==> src/gwpc_ram.sv <==
// Generic simple dual-port RAM: one write port, one read port, registered read.
// No dependencies.
`default_nettype none

module gwpc_ram #(
	parameter int WIDTH = 8,
	parameter int DEPTH = 256
) (
	input  wire logic                     clk,
	input  wire logic                     we,
	input  wire logic [$clog2(DEPTH)-1:0] waddr,
	input  wire logic [WIDTH-1:0]         wdata,
	input  wire logic [$clog2(DEPTH)-1:0] raddr,
	output logic      [WIDTH-1:0]         rdata
);

	logic [WIDTH-1:0] mem [DEPTH];

	always_ff @(posedge clk) begin
		if (we) begin
			mem[waddr] <= wdata;
		end
		rdata <= mem[raddr];
	end

endmodule

`default_nettype wire

==> config.mk <==
export PLATFORM = sky130hd
export DESIGN_NAME = gwpc_ram
export DESIGN_NICKNAME = d
export VERILOG_FILES = /design/src/gwpc_ram.sv
export SDC_FILE = /design/constraint.sdc
export NUM_CORES = 2
export LEC_CHECK = 0
export BUFFER_PORTS_ARGS = -buffer_cell sky130_fd_sc_hd__buf_2
export CAP_MARGIN = 20
export CORE_UTILIZATION = 50
export CTS_CLUSTER_DIAMETER = 100
export CTS_CLUSTER_SIZE = 8
export DETAILED_ROUTE_END_ITERATION = 8
export PLACE_DENSITY = 0.65
export SLEW_MARGIN = 20
export SYNTH_ARGS = -nofsm -noshare
export SYNTH_HDL_FRONTEND = slang
export SYNTH_SLANG_ARGS = --single-unit
==> constraint.sdc <==
create_clock -name clk -period 3.9 [get_ports clk]
set_clock_uncertainty 0.05 [all_clocks]
set_input_delay 0.195 -clock clk [delete_from_list [all_inputs] [get_ports clk]]
set_output_delay 0.195 -clock clk [all_outputs]
set_load 0.01 [all_outputs]
Word level (Yosys, flattened, before mapping)
Memories as Yosys holds them, arrays and structs flattened. A register that Yosys moved wholly into a read port is not among the register bits. Index checks and enable logic that the tools add are counted. Widths: inputs -> output; s select.

Memories: 1. Input port bits: 26. Bits in writable memories: 2048. Bits in registers: 0.

Multiplexer cells: 2.

Memory list: mem (depth 256, width 8, read ports 1, clocked after Yosys merged registers in 1, wr ports 1, RTL line 17) `logic [WIDTH-1:0] mem [DEPTH];`.

Operator list (count): $mux 1 (2).

Longest topological paths before layout
Word-level depth: 2. Gate-level depth with buffers: 11. Gate-level depth less buffers: 6.

Worst setup path before layout
No wires, ideal clock.

Path kind: input-to-reg. Start point: in raddr[0]. End point: reg rdata[2] (read register of mem). Path buffers: 4. Library setup time: 0.131 ns. Arrival time: 2.002 ns. Slack: 1.717 ns. Stages: 9. Cells stage by stage: buf_6 -> buf_12 -> buf_8 -> buf_2 -> mux4_2 -> a22oi_1 -> a21oi_1 -> nor4_1 -> nor4_2.

RTL lines: start, declared (RTL line 13) `input wire logic [$clog2(DEPTH)-1:0] raddr,`; end, declared (RTL line 14) `output logic [WIDTH-1:0] rdata`.

==> impl_metrics.toml <==
[synth]
synth_top_family_by_area = "multiplexers"
syn-instance-count = 3733
ys_types = 55
avgSynthCellArea_um2 = 21.3
synthMuxAreaShare = 0.146
synth_top_flop_cell = "edfxtp_1"
synthXorXnorAreaFrac = 0
synthesis.nets = 3759
async_flop_share = 0
synthesis.area_um2 = 79600
synth_simple_gate_area_frac = 0.0263
yosysWarnings = 0
ys_seq_area_frac = 0.775
synth_compound_area_frac = 0.0342
synth_edf_count = 2048
synthAdderAreaFrac = 0
ys_ff_latch = 2056

[timing]
worst_slack_ns = 0.769
grt_setup_unrepaired = "no"
max_slew.worst_pin.slew_ns = 1.09
min_period_ns = 3.13
final_max_slew_viol_count = 0
fin_hold_ws_ns = -0.00766
min_period_over_period = 0.803
max_slew_margin = 0.267
clock.fmax_mhz = 319
setup_viol = 0
final-hold-violation-count = 2

[cts]
post_cts_buffers = 0
clock-sinks = 2056
clk-insertion-delay-late_ns = 0.91
cts_tree = "yes"
path_clk_slew_ns = 0.05
cts_made_buffers = 307
cts_root_buffer = "clkbuf_16"
h-tree-depth = 5
cts_buffer_depth = 4

[route]
num_vias = 39500
wl_per_cell_um = 31.5
drc_errors = 0
drtIter0Drc = 4857
routed_wl_mm = 196
ant_nets = 0
detail_route.vias_per_cell = 6.35
drt-pass1-iter-count = 8

[setup_path]
cp-end-kind = "flip-flop"
crit_path_max_incr_delay_ns = 0.77
crit_fanout = 1
path_buf_inv = 0
cp_cell_sequence = "mux4_2 > a22o_1 > a221oi_1 > o32ai_1 > nor3_1 > nor4_1"
crit_family = "compound AO/OA/AOI/OAI gates"
critical_path_class = "reg2reg"
cp-start-kind = "flip-flop"
slowest_stage = "a221oi_1"
arrival_ns = 3.81
worstPathRequired_ns = 4.58

[place]
gp_congestion = 0.851
pre_cts_ws_ns = 0.262
dp.cells = 5836
portBuffers = 33
hpwl_mm = 120

[cells_and_area]
drive_gt1_frac = 0.256
finish.utilization = 0.577
final_cell_count_no_fill = 6214
syn2layout_area_growth_pct = 14.7
nNetsFinal = 4112

[power]
p_leak_nw = 28.7
power_density_nw_per_um2 = 543
ir_drop_v = 0.000500
total_power_mw = 49.6

[run_status]
violations = "hold timing"
status = "finished with violations"

[grt]
grt_max_degree = 145
grt_pass1_wl_mm = 283
grt_pass1_vias = 40200
gr-total-overflow = 0
grt_usage = 0.246
antenna_found_initial = 8

[floorplanning]
core_area_um2 = 158000
die_w_um = 401
rows = 146
io_pins = 34
dieArea_um2 = 161000
fp.dieH_um = 401
start_util = 0.503

[hold_path]
hp-class = "in2reg"

[job]
cap_viol_max_count = 0
synth_stat cells (6+ instances only):
cell type  number  area (um2)
nor3_1         22         110
nand4_1        10        62.6
mux2i_1       134        1340
buf_1          22        82.6
buf_6          21         236
nand2b_1        8        50.1
a221oi_1       13         114
buf_12          8         160
nand2_1        33         124
dfxtp_1         8         160
nor4_1         24         150
a22o_1          8        70.1
nor2_1        282        1060
o211ai_1       10        75.1
buf_2          31         155
a211oi_1       16         120
edfxtp_1     2048       61500
nand3_1        34         170
mux4_2        454       10200
nor2b_1        31         194
buf_4          27         203
a21oi_1        96         480
o22ai_1        28         175
and2_1          6        37.5
a22oi_1       133         998
buf_8          13         195
clkbuf_1      111         417
o21ai_0        10        50.1
o221ai_1       46         403
logic make-up after synthesis:
kind of cell,after synthesis
simple gates,466
flops,2056
buf+inv,235
compound gates,385
mux,591
where the power goes:
group	internal, mW	switching (mW)
Sequential	24.4	0.0579
Clock	14.2	8.68
Combinational	0.801	1.44
stage by stage:
stage | setup TNS, ns | cell area [um2] | hold WS, ns
floorplan | 0 | 79600 | 0.244
global placement | -0.140 | 83100 | 0.641
detailed placement | 0 | 83100 | 0.657
CTS | 0 | 91300 | 0.0258
global route | 0 | 91300 | 0.0583
finish | 0 | 91300 | -0.00766
layer usage:
metal	GRT usage	wire [um]	vias up
li1	-	-	16300
met1	0.344	78200	20800
met2	0.386	94100	1913
met3	0.0526	17500	411
met4	0.0850	6190	6
met5	0	35	-
sequential cells by signal, indices dropped and copies added (netlist names):
name / cells
mem: 2048
rdata: 8
cell type report:
| cell class | count | area (um2) |
|---|---|---|
| Clock inverter | 11 | 115 |
| Fill cell | 11400 | 66900 |
| Sequential cell | 2056 | 61700 |
| Tap cell | 2072 | 2590 |
| Clock buffer | 350 | 7950 |
| Multi-Input combinational cell | 1442 | 16500 |
| Antenna cell | 4 | 10.0 |
| Timing Repair Buffer | 277 | 2450 |
| Inverter | 2 | 7.51 |
worst register-to-register path: cells and delay by family, from the launching register on:
| family | cells | cell delay (ns) |
|---|---|---|
| AO/OA/AOI/OAI | 3 | 1.36 |
| AND/OR/NAND/NOR | 2 | 0.66 |
| multiplexers | 1 | 0.50 |
| flip-flops | 1 | 0.39 |
cells in the final DEF, fill, tap and decap left out, types with 3 or more instances in the layout:
| cell type | count |
|---|---|
| clkbuf_16 | 312 |
| a211oi_1 | 16 |
| nor3_1 | 22 |
| nor2b_4 | 3 |
| mux4_2 | 454 |
| a22o_1 | 8 |
| dfxtp_1 | 8 |
| o221ai_1 | 46 |
| buf_4 | 206 |
| buf_2 | 22 |
| inv_6 | 7 |
| buf_8 | 7 |
| clkbuf_8 | 3 |
| nand2_1 | 32 |
| clkbuf_1 | 38 |
| nor2b_1 | 28 |
| a22oi_1 | 133 |
| buf_12 | 26 |
| dlygate4sd3_1 | 13 |
| a21oi_1 | 96 |
| o21ai_0 | 10 |
| nor4_1 | 22 |
| nor2_4 | 3 |
| nor4_2 | 5 |
| o22a_1 | 5 |
| nand2b_1 | 8 |
| nand4_1 | 10 |
| clkinv_1 | 3 |
| o22ai_1 | 28 |
| a221oi_1 | 13 |
| diode_2 | 4 |
| nand3_1 | 34 |
| edfxtp_1 | 2048 |
| o211ai_1 | 10 |
| mux2i_1 | 134 |
| and2_1 | 6 |
| or2_2 | 4 |
| o32ai_1 | 4 |
| nor2_1 | 279 |
repair_timing:
action	CTS	global route
hold buffers	13	0
endpoints found under the hold margin	718	0
resized for setup	0	0
path summary, 6_finish.rpt:
path	to	from	slack (ns)	cells after the start
worst min register to register	rdata[3]	mem[40][3]	0.92	6
worst min-delay path	mem[163][6]	wdata[6]	-0.008	1
worst max register to register	rdata[3]	mem[81][3]	0.77	6
worst max-delay path	rdata[3]	mem[81][3]	0.77	6
Power figures use the tool's default switching activity.
