`src/gwpc_pkg.sv`:
```
// Shared types and constants for the grid word pattern counter.
// No dependencies; imported by gwpc_score, the top level and the testbench.
`default_nettype none

package gwpc_pkg;

	localparam int CELL_W      = 8;
	localparam int CFG_INDEX_W = 2;
	localparam int CFG_DATA_W  = 9;
	localparam int TOTAL_W     = 19;
	localparam int OUT_TDATA_W = 24;
	localparam int HITS_W      = 3;
	localparam int WIN_LEN     = 6;   // columns c-3 .. c+2 kept per row
	localparam int ROWS        = 4;   // current row plus three above it

	// configuration register indexes
	localparam logic [CFG_INDEX_W-1:0] REG_MODE        = 2'd0;
	localparam logic [CFG_INDEX_W-1:0] REG_GRID_WIDTH  = 2'd1;
	localparam logic [CFG_INDEX_W-1:0] REG_GRID_HEIGHT = 2'd2;

	localparam logic                  MODE_WORD   = 1'b0;
	localparam logic                  MODE_CROSS  = 1'b1;
	localparam logic                  MODE_RESET  = MODE_CROSS;
	localparam logic [CFG_DATA_W-1:0] SIZE_RESET  = 9'd140;

	localparam logic [CELL_W-1:0] CH_X = 8'h58;
	localparam logic [CELL_W-1:0] CH_M = 8'h4D;
	localparam logic [CELL_W-1:0] CH_A = 8'h41;
	localparam logic [CELL_W-1:0] CH_S = 8'h53;

	// window fill sequencer: read steps 0..6 cover columns c-3 .. c+3
	localparam logic [2:0] FILL_SKIP = 3'd3;
	localparam logic [2:0] FILL_LAST = 3'd6;

	typedef enum logic {
		ST_FILL,
		ST_RUN
	} fill_state_t;

	// Cells around the new cell, named by relative row and column offset.
	typedef struct packed {
		logic [CELL_W-1:0] ch;
		logic [CELL_W-1:0] row0_m3;
		logic [CELL_W-1:0] row0_m2;
		logic [CELL_W-1:0] row0_m1;
		logic [CELL_W-1:0] row1_m1;
		logic [CELL_W-1:0] row1_c;
		logic [CELL_W-1:0] row1_p1;
		logic [CELL_W-1:0] row2_m2;
		logic [CELL_W-1:0] row2_c;
		logic [CELL_W-1:0] row2_p2;
		logic [CELL_W-1:0] row3_m3;
		logic [CELL_W-1:0] row3_c;
		logic [CELL_W-1:0] row3_p3;
		logic              mode;
		logic              col_ge2;
		logic              col_ge3;
		logic              row_ge2;
		logic              row_ge3;
		logic              right_fit;
	} gwpc_taps_t;

endpackage

`default_nettype wire

```
`src/gwpc_score.sv`:
```
// Pattern scoring for one cell: word hits on four lines or one cross hit.
// Depends on gwpc_pkg.
`default_nettype none

module gwpc_score
	import gwpc_pkg::*;
(
	input  wire gwpc_taps_t        taps,
	output logic [HITS_W-1:0]      hits
);

	function automatic logic is_word(input logic [CELL_W-1:0] a, input logic [CELL_W-1:0] b,
			input logic [CELL_W-1:0] c, input logic [CELL_W-1:0] d);
		return (a == CH_X && b == CH_M && c == CH_A && d == CH_S) ||
		       (a == CH_S && b == CH_A && c == CH_M && d == CH_X);
	endfunction

	function automatic logic is_ms_pair(input logic [CELL_W-1:0] a,
			input logic [CELL_W-1:0] b);
		return (a == CH_M && b == CH_S) || (a == CH_S && b == CH_M);
	endfunction

	logic hit_row;
	logic hit_col;
	logic hit_diag;
	logic hit_anti;
	logic hit_cross;

	always_comb begin
		hit_row  = taps.col_ge3 &&
			is_word(taps.row0_m3, taps.row0_m2, taps.row0_m1, taps.ch);
		hit_col  = taps.row_ge3 &&
			is_word(taps.row3_c, taps.row2_c, taps.row1_c, taps.ch);
		hit_diag = taps.row_ge3 && taps.col_ge3 &&
			is_word(taps.row3_m3, taps.row2_m2, taps.row1_m1, taps.ch);
		hit_anti = taps.row_ge3 && taps.right_fit &&
			is_word(taps.row3_p3, taps.row2_p2, taps.row1_p1, taps.ch);
		hit_cross = taps.row_ge2 && taps.col_ge2 && (taps.row1_m1 == CH_A) &&
			is_ms_pair(taps.row2_m2, taps.ch) && is_ms_pair(taps.row2_c, taps.row0_m2);

		if (taps.mode == MODE_WORD) begin
			hits = {2'b00, hit_row} + {2'b00, hit_col} + {2'b00, hit_diag} +
				{2'b00, hit_anti};
		end else begin
			hits = {2'b00, hit_cross};
		end
	end

endmodule

`default_nettype wire

```
`config.mk`:
```
export PLATFORM = sky130hd
export DESIGN_NAME = gwpc_score
export DESIGN_NICKNAME = d
export VERILOG_FILES = /design/src/gwpc_pkg.sv /design/src/gwpc_score.sv
export SDC_FILE = /design/constraint.sdc
export NUM_CORES = 1
export LEC_CHECK = 0
export ABC_AREA = 1
export BUFFER_PORTS_ARGS = -buffer_cell sky130_fd_sc_hd__buf_2
export CAP_MARGIN = 30
export CORE_MARGIN = 2
export CORE_UTILIZATION = 37
export DETAILED_ROUTE_END_ITERATION = 8
export PLACE_DENSITY_LB_ADDON = 0.05
export SLEW_MARGIN = 20
export SYNTH_ARGS = -nofsm -noshare
export SYNTH_HDL_FRONTEND = slang
export SYNTH_SLANG_ARGS = --single-unit
```
`constraint.sdc`:
```
create_clock -name vclk -period 5.6
set_input_delay 0.84 -clock vclk [all_inputs]
set_output_delay 0.84 -clock vclk [all_outputs]
set_load 0.01 [all_outputs]
```
# ---- After elaboration in Yosys (flattened, before gate mapping)
# Cells that the tools add are included.
# Widths: inputs -> output; s select.
dict set report totals {
  output_inout_bits 3
  wordCells 78
  ff_bits 0
  input_bits 110
}
dict set report op_classes {
  n_addsub 3
  n_reduce_logical 44
  eq_ne 30
  muxes 1
}
# operator count
set ops {}
lappend ops {{$eq 8x7->1 const B} 30}
lappend ops {{$logic_and 1x1->1} 38}
lappend ops {{$logic_or 1x1->1} 6}
lappend ops {{$add 2x1->3} 1}
lappend ops {{$add 3x1->3} 1}
lappend ops {{$mux 3} 1}
lappend ops {{$add 1x1->2} 1}

# ---- Logic depth before layout (Yosys ltp)
# Gate-level depths: netlist (run 1).
dict set report depth {
  ltp_word 10
  mapped_depth 13
  depth_no_buf 13
}

# ---- Worst setup path after synthesis (run 1)
# OpenSTA, ideal clock, no wires.
dict set report synth_timing {
  path_kind {in2out}
  startpoint {in taps[109] (netlist name)}
  endpoint {out hits[1]}
  stages 12
  t_required_ns 4.760
  setup_slack_ns 2.289
  arrival_time_ns 2.471
  n_path_buf 0
  path_cell_list {inv_1 nand2_1 nor2_2 nand3_1 nor2_1 nand3_1 nor2_1 fa_1 ha_1 ha_1 inv_1 nor2_1}
}
dict set report synth_via {
  elab_chain_len 8
  word_cells_on_any_way 22
  classes_between {3 x add/sub; 2 x eq/ne; 1 x mux; 16 x reduce/logical}
}
# item line
set synth_lines {}
lappend synth_lines {{start: declaration} gwpc_score.sv:8} ;# input wire gwpc_taps_t taps,
lappend synth_lines {{$eq 8x7->1 (on tied branches)} {gwpc_score.sv:14, gwpc_score.sv:15}}
lappend synth_lines {{$logic_and 1x1->1 (on tied branches)} {gwpc_score.sv:14, gwpc_score.sv:15}}
lappend synth_lines {{$logic_or 1x1->1} gwpc_score.sv:14} ;# return (a == CH_X && b == CH_M && c == CH_A && d == CH_S) ||
lappend synth_lines {{$logic_and 1x1->1 (on tied branches)} {gwpc_score.sv:30, gwpc_score.sv:32}}
lappend synth_lines {{$add 1x1->2} gwpc_score.sv:42} ;# hits = {2'b00, hit_row} + {2'b00, hit_col} + {2'b00, hit_diag} +
lappend synth_lines {{$add 2x1->3} gwpc_score.sv:42}
lappend synth_lines {{$add 3x1->3 *} gwpc_score.sv:42}
lappend synth_lines {{$mux 3 *} gwpc_score.sv:41} ;# if (taps.mode == MODE_WORD) begin
lappend synth_lines {{end: declaration} gwpc_score.sv:9} ;# output logic [HITS_W-1:0] hits
# Mark *: on every way between the ends. The rest lies on a longest branch, timed or not.

# ---- Final worst setup path (run 1)
dict set report layout_timing {
  startpoint {in taps[103] (netlist name)}
  endpoint {out hits[1]}
}
# Same word-level chain as after synthesis.

==> results of run 1 <==
power by group through the flow:
stage	registers, mW	logic, mW	clock network (mW)
floorplan	0	0.0221	0
global placement	0	0.0655	0
detailed placement	0	0.0666	0
CTS	0	0.0668	0
global route	0	0.0767	0
finish	0	0.0663	0
worst max path at each step:
stage / start / end / cells after the start
finish: taps[103] / hits[1] / 12
global route: taps[109] / hits[1] / 14
CTS: taps[103] / hits[1] / 12
detailed placement: taps[103] / hits[1] / 12
global placement: taps[103] / hits[1] / 12
floorplan: taps[109] / hits[1] / 12
metal layers:
layer / up-vias / global-route usage / share of wire
li1: 847 / - / -
met1: 599 / 0.2312 / 0.42
met2: 61 / 0.3621 / 0.49
met3: 0 / 0.002778 / 0.091
met4: 0 / 0.008547 / 0
met5: - / 0 / 0
cell families after synthesis:
logic type,Yosys count
AND/OR/NAND/NOR,157
buffers and inverters,45
adder cells (fa/ha/maj),3
AO/OA/AOI/OAI,1
final cells by class:
type                       count  area share
timing repair buffer         113      0.3742
tap                           28     0.02318
inverter                      45      0.1118
multi-input combinational    161      0.4909
per-stage QoR:
| step | worst slack, ns | hold slack, ns | area, um^2 |
|---|---|---|---|
| floorplan | 2.289 | 1.728 | 910.9 |
| finish | 1.950 | 1.974 | 1511 |
| CTS | 1.911 | 1.977 | 1511 |
| global route | 1.733 | 1.995 | 1511 |
| global placement | 1.909 | 1.978 | 1511 |
| detailed placement | 1.918 | 1.976 | 1511 |
synthesized netlist by cell type:
cell type   n
a21oi_1     1
nand3_2     1
nand2_2     2
nor2_1     60
and2_1      1
nor3_1      6
ha_1        2
nor2b_1     1
nand4_1     6
fa_1        1
inv_1      45
nand3b_1    7
nand3_1    15
nor3b_1     1
nor2_2      6
nand2_1    51
==> run_results.csv, run 1 <==
group,metric,value,unit
sta,worst_pin_slew,0.2659,ns
placement,place.gp.congestion,0.7599,
global_route,grt_pass1_vias,1170,
worst_hold_path,worstHoldPathCells,3,
global_route,grt_usage,0.1838,
power,power_frac_comb,1.000,
final_layout,seqCellArea,0,um^2
final_layout,n_sequential_cell,0,
detailed_routing,postRouteAntennaNets,0,
synthesis,mappedNetlistNets,319,
sta,slew_viol_final,0,
worst_setup_path,path_buf_inv,3,
power,sw_frac_of_total,0.4386,
sta,setup_tns,0,ns
global_route,grt_pass1_wl,4188,um
placement,dp_hpwl,2587,um
power,p_switching,0.02910,mW
synthesis,syn_area,910.9,um^2
final_layout,multi_input_area,742.0,um^2
floorplan,rows,17,
placement,dpl.cell_count,347,
worst_setup_path,crit_required,4.76,ns
worst_setup_path,start_kind,"input pin",
sta,fmax,274.0,MHz
global_route,overflow,0,
synthesis,ys_seq_area_frac,0,
floorplan,pin_count,113,
final_layout,post-route-util,0.6641,
synthesis,yosys.area.top_type_share,0.2473,
synthesis,synthSimpleGateAreaFrac,0.7596,
sta,maxSlewHeadroom,0.8214,
final_layout,nets,434,
clocking,post_cts_buffers,0,
final_layout,diodes,0,
floorplan,die_w,53.62,um
floorplan,core,2276,um^2
worst_setup_path,cpMostUsedCell,"nor2_1",
final_layout,syn_to_final_growth,65.93,%
worst_setup_path,crit_chain,"buf_2, nor2_1, nand3b_1, nor3_1, nor2_1, nor2_1, fa_1, ha_1, ha_1, inv_1, nor2_1, buf_2",
worst_setup_path,cp_top_family,"adder cells",
final_layout,most-common-layout-cells,"113 x buf_2, 60 x nor2_1, 51 x nand2_1",
synthesis,synth_top_family_by_area,"simple AND/OR/NAND/NOR gates",
sta,hold_violations,0,
worst_setup_path,cp.arrival,2.81,ns
detailed_routing,drt_iter0_markers,22,
clocking,cts_hold_buf,0,
power,seqPwrFrac,0,
detailed_routing,viasPerCell,4.343,
final_layout,nClkBuffers,0,
final_layout,final_common_cell,"buf_2",
detailed_routing,first_pass_iters,4,
detailed_routing,vias,1507,
floorplan,start_util,0.4002,
worst_hold_path,min_from,"taps[5]",
sta,fin_crit,3.650,ns
worst_setup_path,slowest_delay,0.44,ns
power,ir_drop,0.03225,mV
sta,rsz0062_at_grt,"false",
floorplan,die_y,53.62,um
run_status,outcome,"finished clean",
detailed_routing,drcViolationCount,0,
worst_setup_path,crit_type,"input pin to primary output",
power,clockPowerShare,0,
placement,io_buffers,113,
final_layout,drive_above_1_share,0.3824,
synthesis,avgSynthCellArea,4.422,um^2
power,p_leak,0.9605,nW
synthesis,synthCells,206,
flow_run,maxCapViolations,0,
worst_hold_path,min_delay_worst_endpoint,"hits[1]",
synthesis,synth_top_area_cell,"nor2_1",
synthesis,synth_cell_types,16,
worst_setup_path,worst_path_max_delay_cell,"fa_1",
worst_hold_path,hp-class,"input pin to primary output",
worst_setup_path,end_kind,"primary output",
detailed_routing,drt-total-wl,2731,um
detailed_routing,wl_per_cell,7.870,um
sta,finalCritPeriodShare,0.6518,
final_layout,final.fill_count,253,
synthesis,synthAdderAreaFrac,0.04945,
power,p_int,0.03724,mW
synthesis,synth_area_leaders,"nor2_1 25%, nand2_1 21%, inv_1 19%",
floorplan,dieArea,2875,um^2
worst_setup_path,cp_max_fo,4,
sta,finalSetupViolations,0,
synthesis,synthMuxAreaShare,0,
clocking,cts_resized,0,
synthesis,synth_xor_area_frac,0,
power,power_density,43.89,nW/um^2
power,finalPower,0.06634,mW
global_route,grt_max_degree,5,
final_layout,finalNonFillerCells,347,
synthesis,yosys_warnings,0,
synthesis,synth_compound_area_frac,0.005495,
global_route,antenna_found_initial,0,
No activity file was read; power rests on OpenSTA's default activity.
==> inputs of run 2 (changes only) <==
--- a/config.mk
+++ b/config.mk
@@ -8,8 +8,9 @@
 export ABC_AREA = 1
 export BUFFER_PORTS_ARGS = -buffer_cell sky130_fd_sc_hd__buf_2
 export CAP_MARGIN = 30
+export CORE_ASPECT_RATIO = 0.5
 export CORE_MARGIN = 2
-export CORE_UTILIZATION = 37
+export CORE_UTILIZATION = 31
 export DETAILED_ROUTE_END_ITERATION = 8
 export PLACE_DENSITY_LB_ADDON = 0.05
 export SLEW_MARGIN = 20
==> constraint.sdc (replaced) <==
create_clock -name vclk -period 3.3
set_input_delay 0.495 -clock vclk [all_inputs]
set_output_delay 0.495 -clock vclk [all_outputs]
set_load 0.01 [all_outputs]
==> run_results.csv, run 2 (same netlist as run 1, synthesis figures left out) <==
group,metric,value,unit
run_status,outcome,"finished clean",
final_layout,final_common_cell,"buf_2",
final_layout,fin_area,1523,um^2
power,seqPwrFrac,0,
sta,slew_viol_final,0,
worst_hold_path,worstHoldPathCells,3,
worst_setup_path,slowest_delay,0.44,ns
global_route,overflow,0,
power,ir_drop,0.03771,mV
global_route,grt_pass1_vias,1289,
detailed_routing,drt-total-wl,3037,um
final_layout,seqCellArea,0,um^2
power,finalPower,0.1136,mW
floorplan,die_w,80.66,um
floorplan,pin_count,113,
floorplan,rows,13,
final_layout,nets,434,
detailed_routing,viasPerCell,4.261,
sta,rsz0062_at_grt,"false",
detailed_routing,wl_per_cell,8.531,um
sta,setup_ws,0.3948,ns
power,p_switching,0.05037,mW
worst_setup_path,end_kind,"primary output",
clocking,post_cts_buffers,0,
worst_hold_path,hp-class,"input pin to primary output",
sta,finalSetupViolations,0,
floorplan,die_y,42.33,um
detailed_routing,drcViolationCount,0,
power,clockPowerShare,0,
power,p_leak,0.9605,nW
sta,setup_tns,0,ns
sta,fin_hold_ws,1.266,ns
placement,dpl_cell_area,1523,um^2
final_layout,diodes,0,
detailed_routing,first_pass_iters,4,
worst_setup_path,crit_chain,"buf_2, nor2_1, nand3b_1, nor3_1, nor2_1, nor2_1, fa_1, ha_1, ha_1, inv_1, nor2_1, buf_2",
power,p_int,0.06324,mW
clocking,cts_resized,0,
global_route,grt_usage,0.1681,
sta,worst_pin_slew,0.2853,ns
final_layout,syn_to_final_growth,67.17,%
power,power_frac_comb,1.000,
final_layout,nClkBuffers,0,
placement,dp_hpwl,2842,um
detailed_routing,vias,1517,
floorplan,dieArea,3414,um^2
placement,dpl.cell_count,356,
final_layout,final.fill_count,308,
worst_setup_path,cp.arrival,2.41,ns
final_layout,finalNonFillerCells,356,
worst_setup_path,cp_max_fo,4,
worst_setup_path,crit_required,2.80,ns
final_layout,drive_above_1_share,0.3824,
worst_hold_path,min_delay_worst_endpoint,"hits[1]",
worst_setup_path,start_kind,"input pin",
worst_setup_path,worst_path_max_delay_cell,"fa_1",
floorplan,core,2700,um^2
sta,maxSlewHeadroom,0.8083,
worst_setup_path,crit_type,"input pin to primary output",
power,sw_frac_of_total,0.4434,
placement,place.gp.congestion,0.7697,
flow_run,maxCapViolations,0,
worst_hold_path,min_from,"taps[5]",
detailed_routing,postRouteAntennaNets,0,
power,power_density,74.61,nW/um^2
final_layout,multi_input_area,742.0,um^2
sta,hold_violations,0,
global_route,grt_pass1_wl,4754,um
global_route,antenna_found_initial,0,
sta,fin_crit,2.905,ns
clocking,cts_hold_buf,0,
worst_setup_path,cpMostUsedCell,"nor2_1",
floorplan,start_util,0.3373,
sta,finalCritPeriodShare,0.8804,
detailed_routing,drt_iter0_markers,47,
sta,fmax,344.2,MHz
placement,place_ws,0.3674,ns
final_layout,post-route-util,0.5639,
global_route,grt_max_degree,5,
final_layout,n_sequential_cell,0,
final_layout,most-common-layout-cells,"113 x buf_2, 60 x nor2_1, 51 x nand2_1",
placement,io_buffers,113,
run 2: layout make-up:
cell class | count | area share
repair buffers | 113 | 0.3714
inverters | 45 | 0.1109
well taps | 37 | 0.03040
multi-input cells | 161 | 0.4873
run 2: per-layer routing:
metal  GRT usage  vias to the layer above  part of all wire
li1            -                      846                 -
met1      0.1904                      605              0.39
met2      0.3517                       62              0.49
met3     0.01078                        4              0.11
met4     0.01695                        0            0.0089
met5           0                        -                 0
run 2: power groups by stage:
stage	sequential [mW]	clock, mW	combinational (mW)
2_1_floorplan	0	0	0.0375
3_5_place_dp	0	0	0.114
3_3_place_gp	0	0	0.111
5_1_grt	0	0	0.131
4_1_cts	0	0	0.115
6_report	0	0	0.114
run 2: worst max-delay path: cells and delay by family:
family | cells | cell delay, ns
adders and majority gates | 3 | 0.91
buffers and inverters | 3 | 0.27
and+or+nand+nor | 6 | 0.73
run 2: worst max path at each step:
stage | startpoint | endpoint | slack (ns) | cells past startpoint
2_1_floorplan | taps[109] | hits[1] | 0.68 | 12
3_3_place_gp | taps[103] | hits[1] | 0.38 | 12
3_5_place_dp | taps[103] | hits[1] | 0.37 | 12
4_1_cts | taps[103] | hits[1] | 0.36 | 12
5_1_grt | taps[103] | hits[1] | 0.20 | 12
6_report | taps[103] | hits[1] | 0.39 | 12
